--- config.mk ---
export PLATFORM = sky130hd
export DESIGN_NAME = thermal_feedforward_tuner_stepper
export DESIGN_NICKNAME = d
export VERILOG_FILES = /design/src/rtl/core/tfts_pkg.sv /design/src/rtl/core/thermal_feedforward_tuner_stepper.sv
export VERILOG_INCLUDE_DIRS = /design/src /design/src/rtl/core
export SDC_FILE = /design/constraint.sdc
export NUM_CORES = 2
export LEC_CHECK = 0
export ABC_AREA = 1
export BUFFER_PORTS_ARGS = -buffer_cell sky130_fd_sc_hd__buf_2
export CORE_ASPECT_RATIO = 1.1
export CORE_MARGIN = 2
export CORE_UTILIZATION = 61
export CTS_BUF_LIST = sky130_fd_sc_hd__clkbuf_8
export DETAILED_ROUTE_END_ITERATION = 12
export MAX_ROUTING_LAYER = met4
export PLACE_DENSITY = 0.79
export SLEW_MARGIN = 20
export SYNTH_ARGS = -nofsm -noshare
export SYNTH_HDL_FRONTEND = slang
export SYNTH_SLANG_ARGS = --single-unit
--- constraint.sdc ---
create_clock -name aclk -period 11 [get_ports aclk]
set_clock_uncertainty 0.2 [all_clocks]
set_input_delay 2.2 -clock aclk [delete_from_list [all_inputs] [get_ports aclk]]
set_output_delay 2.2 -clock aclk [all_outputs]
set_load 0.005 [all_outputs]
--- src/rtl/core/thermal_feedforward_tuner_stepper_macros.svh ---
// Assertion helpers shared by the tuner stepper RTL.
`ifndef THERMAL_FEEDFORWARD_TUNER_STEPPER_MACROS_SVH
`define THERMAL_FEEDFORWARD_TUNER_STEPPER_MACROS_SVH

// same-cycle implication, clocked on aclk, off while in reset
`define TFTS_ASSERT_SAME(lbl, ante, cons, msg) \
    lbl: assert property (@(posedge aclk) disable iff (!aresetn) (ante) |-> (cons)) \
        else $error(msg);

// next-cycle implication
`define TFTS_ASSERT_NEXT(lbl, ante, cons, msg) \
    lbl: assert property (@(posedge aclk) disable iff (!aresetn) (ante) |=> (cons)) \
        else $error(msg);

`endif

--- src/rtl/core/tfts_pkg.sv ---
`timescale 1ns / 1ps

package tfts_pkg;

    // stream payload layout
    localparam int S_DATA_W   = 24;
    localparam int M_DATA_W   = 56;
    localparam int IN_ADC_W   = 10;
    localparam int OUT_POS_W  = 16;
    localparam int OUT_TGT_W  = 32;

    localparam int S_PULSE_B  = 0;
    localparam int S_SERVO_B  = 1;
    localparam int S_HEAT_LO  = 2;
    localparam int S_REFL_LO  = 12;
    localparam int S_TICK_B   = 22;

    localparam int M_DIR_LO   = 0;
    localparam int M_POS_LO   = 2;
    localparam int M_TGT_LO   = 18;

    // configuration port
    localparam int APB_ADDR_W = 5;
    localparam int APB_DATA_W = 32;
    localparam int REG_IDX_W  = 3;

    localparam logic [REG_IDX_W-1:0] REG_HOME       = 3'd0;
    localparam logic [REG_IDX_W-1:0] REG_COOL_SHIFT = 3'd1;
    localparam logic [REG_IDX_W-1:0] REG_COOL_RATE  = 3'd2;
    localparam logic [REG_IDX_W-1:0] REG_PRE_SHIFT  = 3'd3;
    localparam logic [REG_IDX_W-1:0] REG_DRIFT_GAIN = 3'd4;
    localparam logic [REG_IDX_W-1:0] REG_POST_SHIFT = 3'd5;
    localparam logic [REG_IDX_W-1:0] REG_DEADBAND   = 3'd6;

    // step command codes
    localparam logic [1:0] DIR_STOP = 2'd0;
    localparam logic [1:0] DIR_FWD  = 2'd1;
    localparam logic [1:0] DIR_REV  = 2'd2;

    // arithmetic widths
    localparam int MUL_W    = 16;
    localparam int DRIFT_W  = 41;
    localparam int SUM_W    = 43;
    localparam int DIFF_W   = 34;

    // microcode
    localparam int STEP_W = 4;
    localparam int OP_W   = 4;
    localparam int COND_W = 3;

    localparam logic [STEP_W-1:0] ST_FETCH   = 4'd0;
    localparam logic [STEP_W-1:0] ST_PULSE   = 4'd1;
    localparam logic [STEP_W-1:0] ST_LDCOOL  = 4'd2;
    localparam logic [STEP_W-1:0] ST_MULCOOL = 4'd3;
    localparam logic [STEP_W-1:0] ST_COOL    = 4'd4;
    localparam logic [STEP_W-1:0] ST_LDDRIFT = 4'd5;
    localparam logic [STEP_W-1:0] ST_MULDRFT = 4'd6;
    localparam logic [STEP_W-1:0] ST_DRIFT   = 4'd7;
    localparam logic [STEP_W-1:0] ST_TARGET  = 4'd8;
    localparam logic [STEP_W-1:0] ST_MOVE    = 4'd9;
    localparam logic [STEP_W-1:0] ST_WRAP    = 4'd10;

    localparam logic [OP_W-1:0] OP_NOP     = 4'd0;
    localparam logic [OP_W-1:0] OP_FETCH   = 4'd1;
    localparam logic [OP_W-1:0] OP_PULSE   = 4'd2;
    localparam logic [OP_W-1:0] OP_LDCOOL  = 4'd3;
    localparam logic [OP_W-1:0] OP_MUL     = 4'd4;
    localparam logic [OP_W-1:0] OP_COOL    = 4'd5;
    localparam logic [OP_W-1:0] OP_LDDRIFT = 4'd6;
    localparam logic [OP_W-1:0] OP_DRIFT   = 4'd7;
    localparam logic [OP_W-1:0] OP_TARGET  = 4'd8;
    localparam logic [OP_W-1:0] OP_MOVE    = 4'd9;

    localparam logic [COND_W-1:0] C_NEXT     = 3'd0;
    localparam logic [COND_W-1:0] C_ALWAYS   = 3'd1;
    localparam logic [COND_W-1:0] C_NO_INPUT = 3'd2;
    localparam logic [COND_W-1:0] C_NO_TICK  = 3'd3;
    localparam logic [COND_W-1:0] C_MUL_MORE = 3'd4;
    localparam logic [COND_W-1:0] C_OUT_BUSY = 3'd5;

    typedef struct packed {
        logic [OP_W-1:0]   op;
        logic [COND_W-1:0] cond;
        logic [STEP_W-1:0] tgt;
    } uword_t;

    // control store: jump to tgt when cond holds, else fall through
    function automatic uword_t ucode(input logic [STEP_W-1:0] addr);
        uword_t w;
        w = '{op: OP_NOP, cond: C_ALWAYS, tgt: ST_FETCH};
        unique case (addr)
            ST_FETCH:   w = '{op: OP_FETCH,   cond: C_NO_INPUT, tgt: ST_FETCH};
            ST_PULSE:   w = '{op: OP_PULSE,   cond: C_NEXT,     tgt: ST_FETCH};
            ST_LDCOOL:  w = '{op: OP_LDCOOL,  cond: C_NO_TICK,  tgt: ST_LDDRIFT};
            ST_MULCOOL: w = '{op: OP_MUL,     cond: C_MUL_MORE, tgt: ST_MULCOOL};
            ST_COOL:    w = '{op: OP_COOL,    cond: C_NEXT,     tgt: ST_FETCH};
            ST_LDDRIFT: w = '{op: OP_LDDRIFT, cond: C_NEXT,     tgt: ST_FETCH};
            ST_MULDRFT: w = '{op: OP_MUL,     cond: C_MUL_MORE, tgt: ST_MULDRFT};
            ST_DRIFT:   w = '{op: OP_DRIFT,   cond: C_NEXT,     tgt: ST_FETCH};
            ST_TARGET:  w = '{op: OP_TARGET,  cond: C_NEXT,     tgt: ST_FETCH};
            ST_MOVE:    w = '{op: OP_MOVE,    cond: C_OUT_BUSY, tgt: ST_MOVE};
            ST_WRAP:    w = '{op: OP_NOP,     cond: C_ALWAYS,   tgt: ST_FETCH};
            default:    w = '{op: OP_NOP,     cond: C_ALWAYS,   tgt: ST_FETCH};
        endcase
        return w;
    endfunction

endpackage

--- src/rtl/core/thermal_feedforward_tuner_stepper.sv ---
// Thermal feed-forward tuner stepper.
// Input stream (s_*): one item per control iteration carrying the pulse and
// servo flags, heat and reflected converter samples and the cooling tick.
// Output stream (m_*): one item per input item: step command, motor position
// after the step and the computed target position.
// APB port: seven configuration registers at byte addresses 0, 4, .. 24;
// write them only while no item is in flight.
// An item makes N = ceil(ACC_WIDTH / 16) passes of the shared 16x16
// multiplier, N more when cool_tick is set (N = 2 at the default width).
// The microcode sequencer works on one item at a time; s_tready is high
// only at its fetch step.
// The result sits in an output register: if the receiver stalls, the next
// item is still accepted and worked on, and the sequencer waits at its move
// step until the register is free.
// Reset clears the accumulator, position, last reflected sample and pulse
// error and loads the register defaults; no result is pending after reset.
`timescale 1ns / 1ps

module thermal_feedforward_tuner_stepper #(
    parameter int ACC_WIDTH = 32,
    parameter int ADC_BITS  = 10,
    parameter int POS_WIDTH = 16
) (
    input  logic                                aclk,
    input  logic                                aresetn,
    // tdata: pulse_seen, servo_on, heat_sample[9:0], reflected_sample[9:0],
    //        cool_tick, pad
    input  logic                                s_tvalid,
    output logic                                s_tready,
    input  logic [tfts_pkg::S_DATA_W-1:0]       s_tdata,
    // tdata: step_dir[1:0], motor_position[15:0], target_position[31:0], pad
    output logic                                m_tvalid,
    input  logic                                m_tready,
    output logic [tfts_pkg::M_DATA_W-1:0]       m_tdata,
    input  logic                                psel,
    input  logic                                penable,
    input  logic                                pwrite,
    input  logic [tfts_pkg::APB_ADDR_W-1:0]     paddr,
    input  logic [tfts_pkg::APB_DATA_W-1:0]     pwdata,
    output logic [tfts_pkg::APB_DATA_W-1:0]     prdata,
    output logic                                pready
);

    import tfts_pkg::*;

    localparam int NCHUNK = (ACC_WIDTH + MUL_W - 1) / MUL_W;
    localparam int CW     = (NCHUNK > 1) ? $clog2(NCHUNK) : 1;
    localparam int OPA_W  = NCHUNK * MUL_W;
    localparam int PROD_W = OPA_W + MUL_W;
    localparam int WIDE_W = (PROD_W > DRIFT_W) ? PROD_W : DRIFT_W;
    localparam int ERR_W  = ADC_BITS + 1;

    localparam logic [ACC_WIDTH-1:0] ACC_MAX   = {ACC_WIDTH{1'b1}};
    localparam logic [POS_WIDTH-1:0] POS_MAX   = {POS_WIDTH{1'b1}};
    localparam logic [WIDE_W-1:0]    DRIFT_CAP = WIDE_W'(1) << (DRIFT_W - 1);
    localparam logic signed [SUM_W-1:0] TGT_HI = SUM_W'(32'sh7FFF_FFFF);
    localparam logic signed [SUM_W-1:0] TGT_LO = -(SUM_W'(33'sh0_8000_0000));

    // configuration
    logic [15:0]         home_reg;
    logic [4:0]          cool_shift_reg;
    logic [7:0]          cool_rate_reg;
    logic [4:0]          pre_shift_reg;
    logic [15:0]         drift_gain_reg;
    logic [4:0]          post_shift_reg;
    logic [9:0]          deadband_reg;
    logic [REG_IDX_W-1:0] reg_idx;
    logic                cfg_wr;

    // sequencer
    logic [STEP_W-1:0]   upc_reg;
    logic [STEP_W-1:0]   upc_next;
    uword_t              uw;
    logic                cond_hit;
    logic                s_accept;
    logic                out_busy;

    // captured item
    logic                in_pulse_reg;
    logic                in_servo_reg;
    logic                in_tick_reg;
    logic [ADC_BITS-1:0] in_heat_reg;
    logic [ADC_BITS-1:0] in_refl_reg;

    // state
    logic [ACC_WIDTH-1:0]    acc_reg;
    logic [POS_WIDTH-1:0]    pos_reg;
    logic [ADC_BITS-1:0]     last_refl_reg;
    logic signed [ERR_W-1:0] perr_reg;

    // datapath
    logic [OPA_W-1:0]        opa_reg;
    logic [MUL_W-1:0]        mulb_reg;
    logic [PROD_W-1:0]       prod_reg;
    logic [CW-1:0]           chunk_reg;
    logic [DRIFT_W-1:0]      drift_reg;
    logic signed [OUT_TGT_W-1:0] target_reg;

    logic [MUL_W-1:0]        opa_chunk;
    logic [2*MUL_W-1:0]      mul_part;
    logic [ACC_WIDTH:0]      acc_sum;
    logic [WIDE_W-1:0]       drift_wide;
    logic signed [SUM_W-1:0] tgt_sum;
    logic signed [DIFF_W-1:0] pos_diff;
    logic signed [DIFF_W-1:0] db_s;

    // output register
    logic                    m_tvalid_reg;
    logic [1:0]              out_dir_reg;
    logic [OUT_POS_W-1:0]    out_pos_reg;
    logic [OUT_TGT_W-1:0]    out_tgt_reg;

    // ---------------- configuration port ----------------
    assign pready  = 1'b1;
    assign reg_idx = paddr[APB_ADDR_W-1:2];
    assign cfg_wr  = psel && penable && pwrite && pready;

    always_ff @(posedge aclk) begin
        if (!aresetn) begin
            home_reg       <= 16'd0;
            cool_shift_reg <= 5'd10;
            cool_rate_reg  <= 8'd1;
            pre_shift_reg  <= 5'd8;
            drift_gain_reg <= 16'd1;
            post_shift_reg <= 5'd0;
            deadband_reg   <= 10'd2;
        end else if (cfg_wr) begin
            unique case (reg_idx)
                REG_HOME:       home_reg       <= pwdata[15:0];
                REG_COOL_SHIFT: cool_shift_reg <= pwdata[4:0];
                REG_COOL_RATE:  cool_rate_reg  <= pwdata[7:0];
                REG_PRE_SHIFT:  pre_shift_reg  <= pwdata[4:0];
                REG_DRIFT_GAIN: drift_gain_reg <= pwdata[15:0];
                REG_POST_SHIFT: post_shift_reg <= pwdata[4:0];
                REG_DEADBAND:   deadband_reg   <= pwdata[9:0];
                default: ;
            endcase
        end
    end

    always_comb begin
        unique case (reg_idx)
            REG_HOME:       prdata = APB_DATA_W'(home_reg);
            REG_COOL_SHIFT: prdata = APB_DATA_W'(cool_shift_reg);
            REG_COOL_RATE:  prdata = APB_DATA_W'(cool_rate_reg);
            REG_PRE_SHIFT:  prdata = APB_DATA_W'(pre_shift_reg);
            REG_DRIFT_GAIN: prdata = APB_DATA_W'(drift_gain_reg);
            REG_POST_SHIFT: prdata = APB_DATA_W'(post_shift_reg);
            REG_DEADBAND:   prdata = APB_DATA_W'(deadband_reg);
            default:        prdata = '0;
        endcase
    end

    // ---------------- sequencer ----------------
    assign uw       = ucode(upc_reg);
    assign s_tready = (upc_reg == ST_FETCH);
    assign s_accept = s_tvalid && s_tready;
    assign out_busy = m_tvalid_reg && !m_tready;

    always_comb begin
        unique case (uw.cond)
            C_NEXT:     cond_hit = 1'b0;
            C_ALWAYS:   cond_hit = 1'b1;
            C_NO_INPUT: cond_hit = !s_tvalid;
            C_NO_TICK:  cond_hit = !in_tick_reg;
            C_MUL_MORE: cond_hit = (chunk_reg != CW'(NCHUNK - 1));
            C_OUT_BUSY: cond_hit = out_busy;
            default:    cond_hit = 1'b1;
        endcase
        upc_next = cond_hit ? uw.tgt : upc_reg + STEP_W'(1);
    end

    always_ff @(posedge aclk) begin
        if (!aresetn) begin
            upc_reg <= ST_FETCH;
        end else begin
            upc_reg <= upc_next;
        end
    end

    // ---------------- datapath ----------------
    assign opa_chunk = opa_reg[chunk_reg*MUL_W +: MUL_W];
    assign mul_part  = opa_chunk * mulb_reg;
    assign acc_sum   = {1'b0, acc_reg} + (ACC_WIDTH+1)'(in_heat_reg);
    assign drift_wide = WIDE_W'(prod_reg) >> post_shift_reg;
    assign tgt_sum   = $signed(SUM_W'(drift_reg)) + $signed(SUM_W'(home_reg))
                       + SUM_W'(perr_reg);
    assign pos_diff  = $signed(DIFF_W'(pos_reg)) - DIFF_W'(target_reg);
    assign db_s      = $signed(DIFF_W'(deadband_reg));

    always_ff @(posedge aclk) begin
        if (!aresetn) begin
            acc_reg       <= '0;
            pos_reg       <= '0;
            last_refl_reg <= '0;
            perr_reg      <= '0;
            m_tvalid_reg  <= 1'b0;
        end else begin
            // the move step reloads the output register itself
            if (m_tready && uw.op != OP_MOVE) begin
                m_tvalid_reg <= 1'b0;
            end
            case (uw.op)
                OP_FETCH: begin
                    if (s_accept) begin
                        in_pulse_reg <= s_tdata[S_PULSE_B];
                        in_servo_reg <= s_tdata[S_SERVO_B];
                        in_tick_reg  <= s_tdata[S_TICK_B];
                        in_heat_reg  <= ADC_BITS'(s_tdata[S_HEAT_LO +: IN_ADC_W]);
                        in_refl_reg  <= ADC_BITS'(s_tdata[S_REFL_LO +: IN_ADC_W]);
                    end
                end
                OP_PULSE: begin
                    if (in_pulse_reg) begin
                        if (in_servo_reg) begin
                            acc_reg <= acc_sum[ACC_WIDTH] ? ACC_MAX
                                                          : acc_sum[ACC_WIDTH-1:0];
                            perr_reg <= $signed({1'b0, in_refl_reg})
                                        - $signed({1'b0, last_refl_reg});
                            last_refl_reg <= in_refl_reg;
                        end else begin
                            perr_reg <= '0;
                        end
                    end
                end
                OP_LDCOOL: begin
                    opa_reg   <= OPA_W'(acc_reg >> cool_shift_reg);
                    mulb_reg  <= MUL_W'(cool_rate_reg);
                    prod_reg  <= '0;
                    chunk_reg <= '0;
                end
                OP_LDDRIFT: begin
                    opa_reg   <= OPA_W'(acc_reg >> pre_shift_reg);
                    mulb_reg  <= drift_gain_reg;
                    prod_reg  <= '0;
                    chunk_reg <= '0;
                end
                OP_MUL: begin
                    prod_reg  <= prod_reg + (PROD_W'(mul_part) << (chunk_reg * MUL_W));
                    chunk_reg <= chunk_reg + CW'(1);
                end
                OP_COOL: begin
                    // drop floors the accumulator at zero
                    if (prod_reg >= PROD_W'(acc_reg)) begin
                        acc_reg <= '0;
                    end else begin
                        acc_reg <= acc_reg - ACC_WIDTH'(prod_reg);
                    end
                end
                OP_DRIFT: begin
                    drift_reg <= (drift_wide > DRIFT_CAP) ? DRIFT_W'(DRIFT_CAP)
                                                          : DRIFT_W'(drift_wide);
                end
                OP_TARGET: begin
                    if (tgt_sum > TGT_HI) begin
                        target_reg <= OUT_TGT_W'(TGT_HI);
                    end else if (tgt_sum < TGT_LO) begin
                        target_reg <= OUT_TGT_W'(TGT_LO);
                    end else begin
                        target_reg <= OUT_TGT_W'(tgt_sum);
                    end
                end
                OP_MOVE: begin
                    if (!out_busy) begin
                        m_tvalid_reg <= 1'b1;
                        out_tgt_reg  <= target_reg;
                        if (pos_diff < -db_s && pos_reg < POS_MAX) begin
                            pos_reg     <= pos_reg + POS_WIDTH'(1);
                            out_pos_reg <= OUT_POS_W'(pos_reg + POS_WIDTH'(1));
                            out_dir_reg <= DIR_FWD;
                        end else if (pos_diff > db_s && pos_reg != '0) begin
                            pos_reg     <= pos_reg - POS_WIDTH'(1);
                            out_pos_reg <= OUT_POS_W'(pos_reg - POS_WIDTH'(1));
                            out_dir_reg <= DIR_REV;
                        end else begin
                            // inside the deadband or held at a limit
                            out_pos_reg <= OUT_POS_W'(pos_reg);
                            out_dir_reg <= DIR_STOP;
                        end
                    end
                end
                default: ;
            endcase
        end
    end

    assign m_tvalid = m_tvalid_reg;
    assign m_tdata  = {{(M_DATA_W - M_TGT_LO - OUT_TGT_W){1'b0}},
                       out_tgt_reg, out_pos_reg, out_dir_reg};

    // ---------------- assertions ----------------
`include "thermal_feedforward_tuner_stepper_macros.svh"

    `TFTS_ASSERT_NEXT(a_accept_starts_pulse, s_accept, upc_reg == ST_PULSE, "item accepted but pulse step not next")
    `TFTS_ASSERT_NEXT(a_pos_one_count, 1'b1, (pos_reg == $past(pos_reg)) || (pos_reg == $past(pos_reg) + POS_WIDTH'(1)) || (pos_reg == $past(pos_reg) - POS_WIDTH'(1)), "motor moved more than one count")
    `TFTS_ASSERT_SAME(a_result_from_move, $rose(m_tvalid_reg), $past(upc_reg) == ST_MOVE, "result raised outside move step")

endmodule

==> results.toml <==
[worst_setup_path]
path_common_cell = "fa_1"
required_ps = 11330
slowest_delay_ps = 610
critPathKind = "flop to flop"
critPathArrivalTime_ps = 10590
cp_max_fo = 28
crit_path_end_kind = "flop"
cpMaxStageDelayCell = "fa_1"
cp-start-kind = "flop"

[drt]
postRouteAntennaNets = 0
vias = 40500
wire_per_inst_um = 19.6
drcViolationCount = 0
drt-met1-wl_um = 52200
routed_wl_um = 136000
drtPass1Iterations = 6
drt_iter0_markers = 3708
dr_wl_met2_um = 64000
route.met3.wl_um = 10800
top_layer_used = "met4"
viasPerCell = 5.83

[synth]
synth_most_common_cell = "nand2_1"
syn_area_per_cell_um2 = 7.10
synth.top_cell.area_share_pct = 17.4
synth_commonest_cells = "nand2_1, inv_1, nor2_1, o21ai_0, a21oi_1"
ys_seq_elements = 393
synthFlopType = "edfxtp_1"
ys_top_cells_by_area = "edfxtp_1, nand2_1, ha_1"
synth_area_leader_cell = "edfxtp_1"
synth-edff-count = 243
yosysWarnings = 0
async_reset_ff_share_pct = 0
yosys.cell_types.count = 65
syn-instance-count = 5908
netlist_area_mm2 = 0.0419
seq_area_frac_synth_pct = 24.6

[global_route]
grt_overflow = 0
grt_max_degree = 104
antenna_found_initial = 5
grt_pass1_wl_um = 213000
grt_pass1_vias = 39300
grt.total_usage_pct = 39.8

[clocking]
cts_resized = 0
cts_sinks = 393
clk_pin_slew_ps = 60
cts_hold_buf = 0
insertion_delay_ps = 740
cts_buffers = 72
root_buffer = "clkbuf_8"
clockBufferDepth = 3
cts_tree = "built"
postCtsSetupBuffers = 0
htree_num_levels = 3

[timing]
finalHoldViolations = 0
tightest_slew_ps = 1120
tns_ps = 0
setup_viol = 0
max-slew-margin-rel_pct = 25.5
fin_crit_sh_pct = 93.3
slew_violations = 0
max_freq_ghz = 0.0974
min_period_ps = 10270
rsz0062_at_grt = "no"

[cells_and_area]
drive_gt1_share_pct = 6.55
fin_nets = 6593
largest_reg_flops = 48
fillers = 6305
area_growth_pct = 6.57
layout.cells.non_filler = 6944

[floorplanning]
die-area_mm2 = 0.0708
die_w_um = 254
io_pins = 159
core.rowCount = 100
die_h_um = 279
initial_core_util_pct = 61.8
core_mm2 = 0.0678

[hold_path]
min_path_type = "flop to flop"

[placed_design]
gp_congestion = 1.02
port_buffers = 116
dp_hpwl_um = 109000
dp.cells = 6806

[flow_run]
drv_cap = 0

[status]
status = "complete, no violations"
## per-stage QoR
step	hold slack [ps]	worst slack (ps)	util, %	instance area, um^2
2_1_floorplan	226	2810	-	42000
3_3_place_gp	231	1100	63.7	43200
3_5_place_dp	245	1000	63.7	43200
4_1_cts	260	920	65.8	44700
5_1_grt	269	415	65.9	44700
6_report	262	733	65.9	44700
## cell families (layout without fill, tap and decap cells)
family                   after synthesis  count (layout)  synth area share (%)
other                                  2              30                0.0179
buffers and inverters               1071            1161                  10.1
flip-flops                           393             393                  24.6
multiplexers                          24              24                 0.573
XOR/XNOR                             184             184                  3.84
adder cells (fa/ha/maj)              563             563                  20.4
AND/OR/NAND/NOR                     2423            2423                  23.8
AO/OA/AOI/OAI                       1248            1248                  16.6
## critical path: cells and delay by family, from the launching register on
family                   cells  cell delay, ps
XOR/XNOR                     1             430
adder cells (fa/ha/maj)      8            3830
AO/OA/AOI/OAI               11            2500
flip-flops                   1             380
buffers and inverters        6            1440
AND/OR/NAND/NOR              8            1250
## per-layer routing
layer	track usage [%]	vias up
met1	46.3	18800
li1	-	19500
met5	-	-
met4	23.0	0
met3	6.63	439
met2	65.1	1776
## final timing paths
kind                                       start          endpoint  slack (ps)  cells after the start
worst max-delay path                   chunk_reg      prod_reg[46]         730                     34
worst min-delay path            last_refl_reg[3]  last_refl_reg[3]         260                      2
worst max register to register         chunk_reg      prod_reg[46]         730                     34
worst min register to register  last_refl_reg[3]  last_refl_reg[3]         260                      2
## cell usage in the layout (no fill, tap or decap), types with 26 or more instances in the layout
| cell | n |
|---|---|
| o211ai_1 | 39 |
| nand4_1 | 52 |
| o21ai_0 | 468 |
| nor4_1 | 29 |
| a21oi_1 | 430 |
| buf_4 | 45 |
| o21ai_1 | 76 |
| buf_2 | 116 |
| dfxtp_1 | 149 |
| a21oi_2 | 40 |
| clkinv_1 | 29 |
| or2_2 | 52 |
| xnor2_1 | 54 |
| o21a_1 | 26 |
| nand2_1 | 1355 |
| inv_1 | 867 |
| clkbuf_8 | 73 |
| fa_1 | 201 |
| xor2_1 | 130 |
| nor2_1 | 586 |
| edfxtp_1 | 243 |
| ha_1 | 362 |
| nor3_1 | 75 |
| nand3_1 | 219 |
| a31oi_1 | 50 |
## layout make-up
| class | count | area (um^2) | share of cell area [%] |
|---|---|---|---|
| clock buffers | 73 | 1000 | 2.25 |
| flip-flops and latches | 393 | 10300 | 23.1 |
| multi-input cells | 4465 | 27600 | 61.7 |
| clock inverters | 58 | 478 | 1.07 |
| repair buffers | 161 | 918 | 2.06 |
| well taps | 918 | 1150 | 2.57 |
| inverters | 869 | 3260 | 7.30 |
| diodes | 7 | 17.5 | 0.0392 |
Power is not shown: default switching activity piles up to over one toggle a cycle in this logic, so the estimate is an artifact.
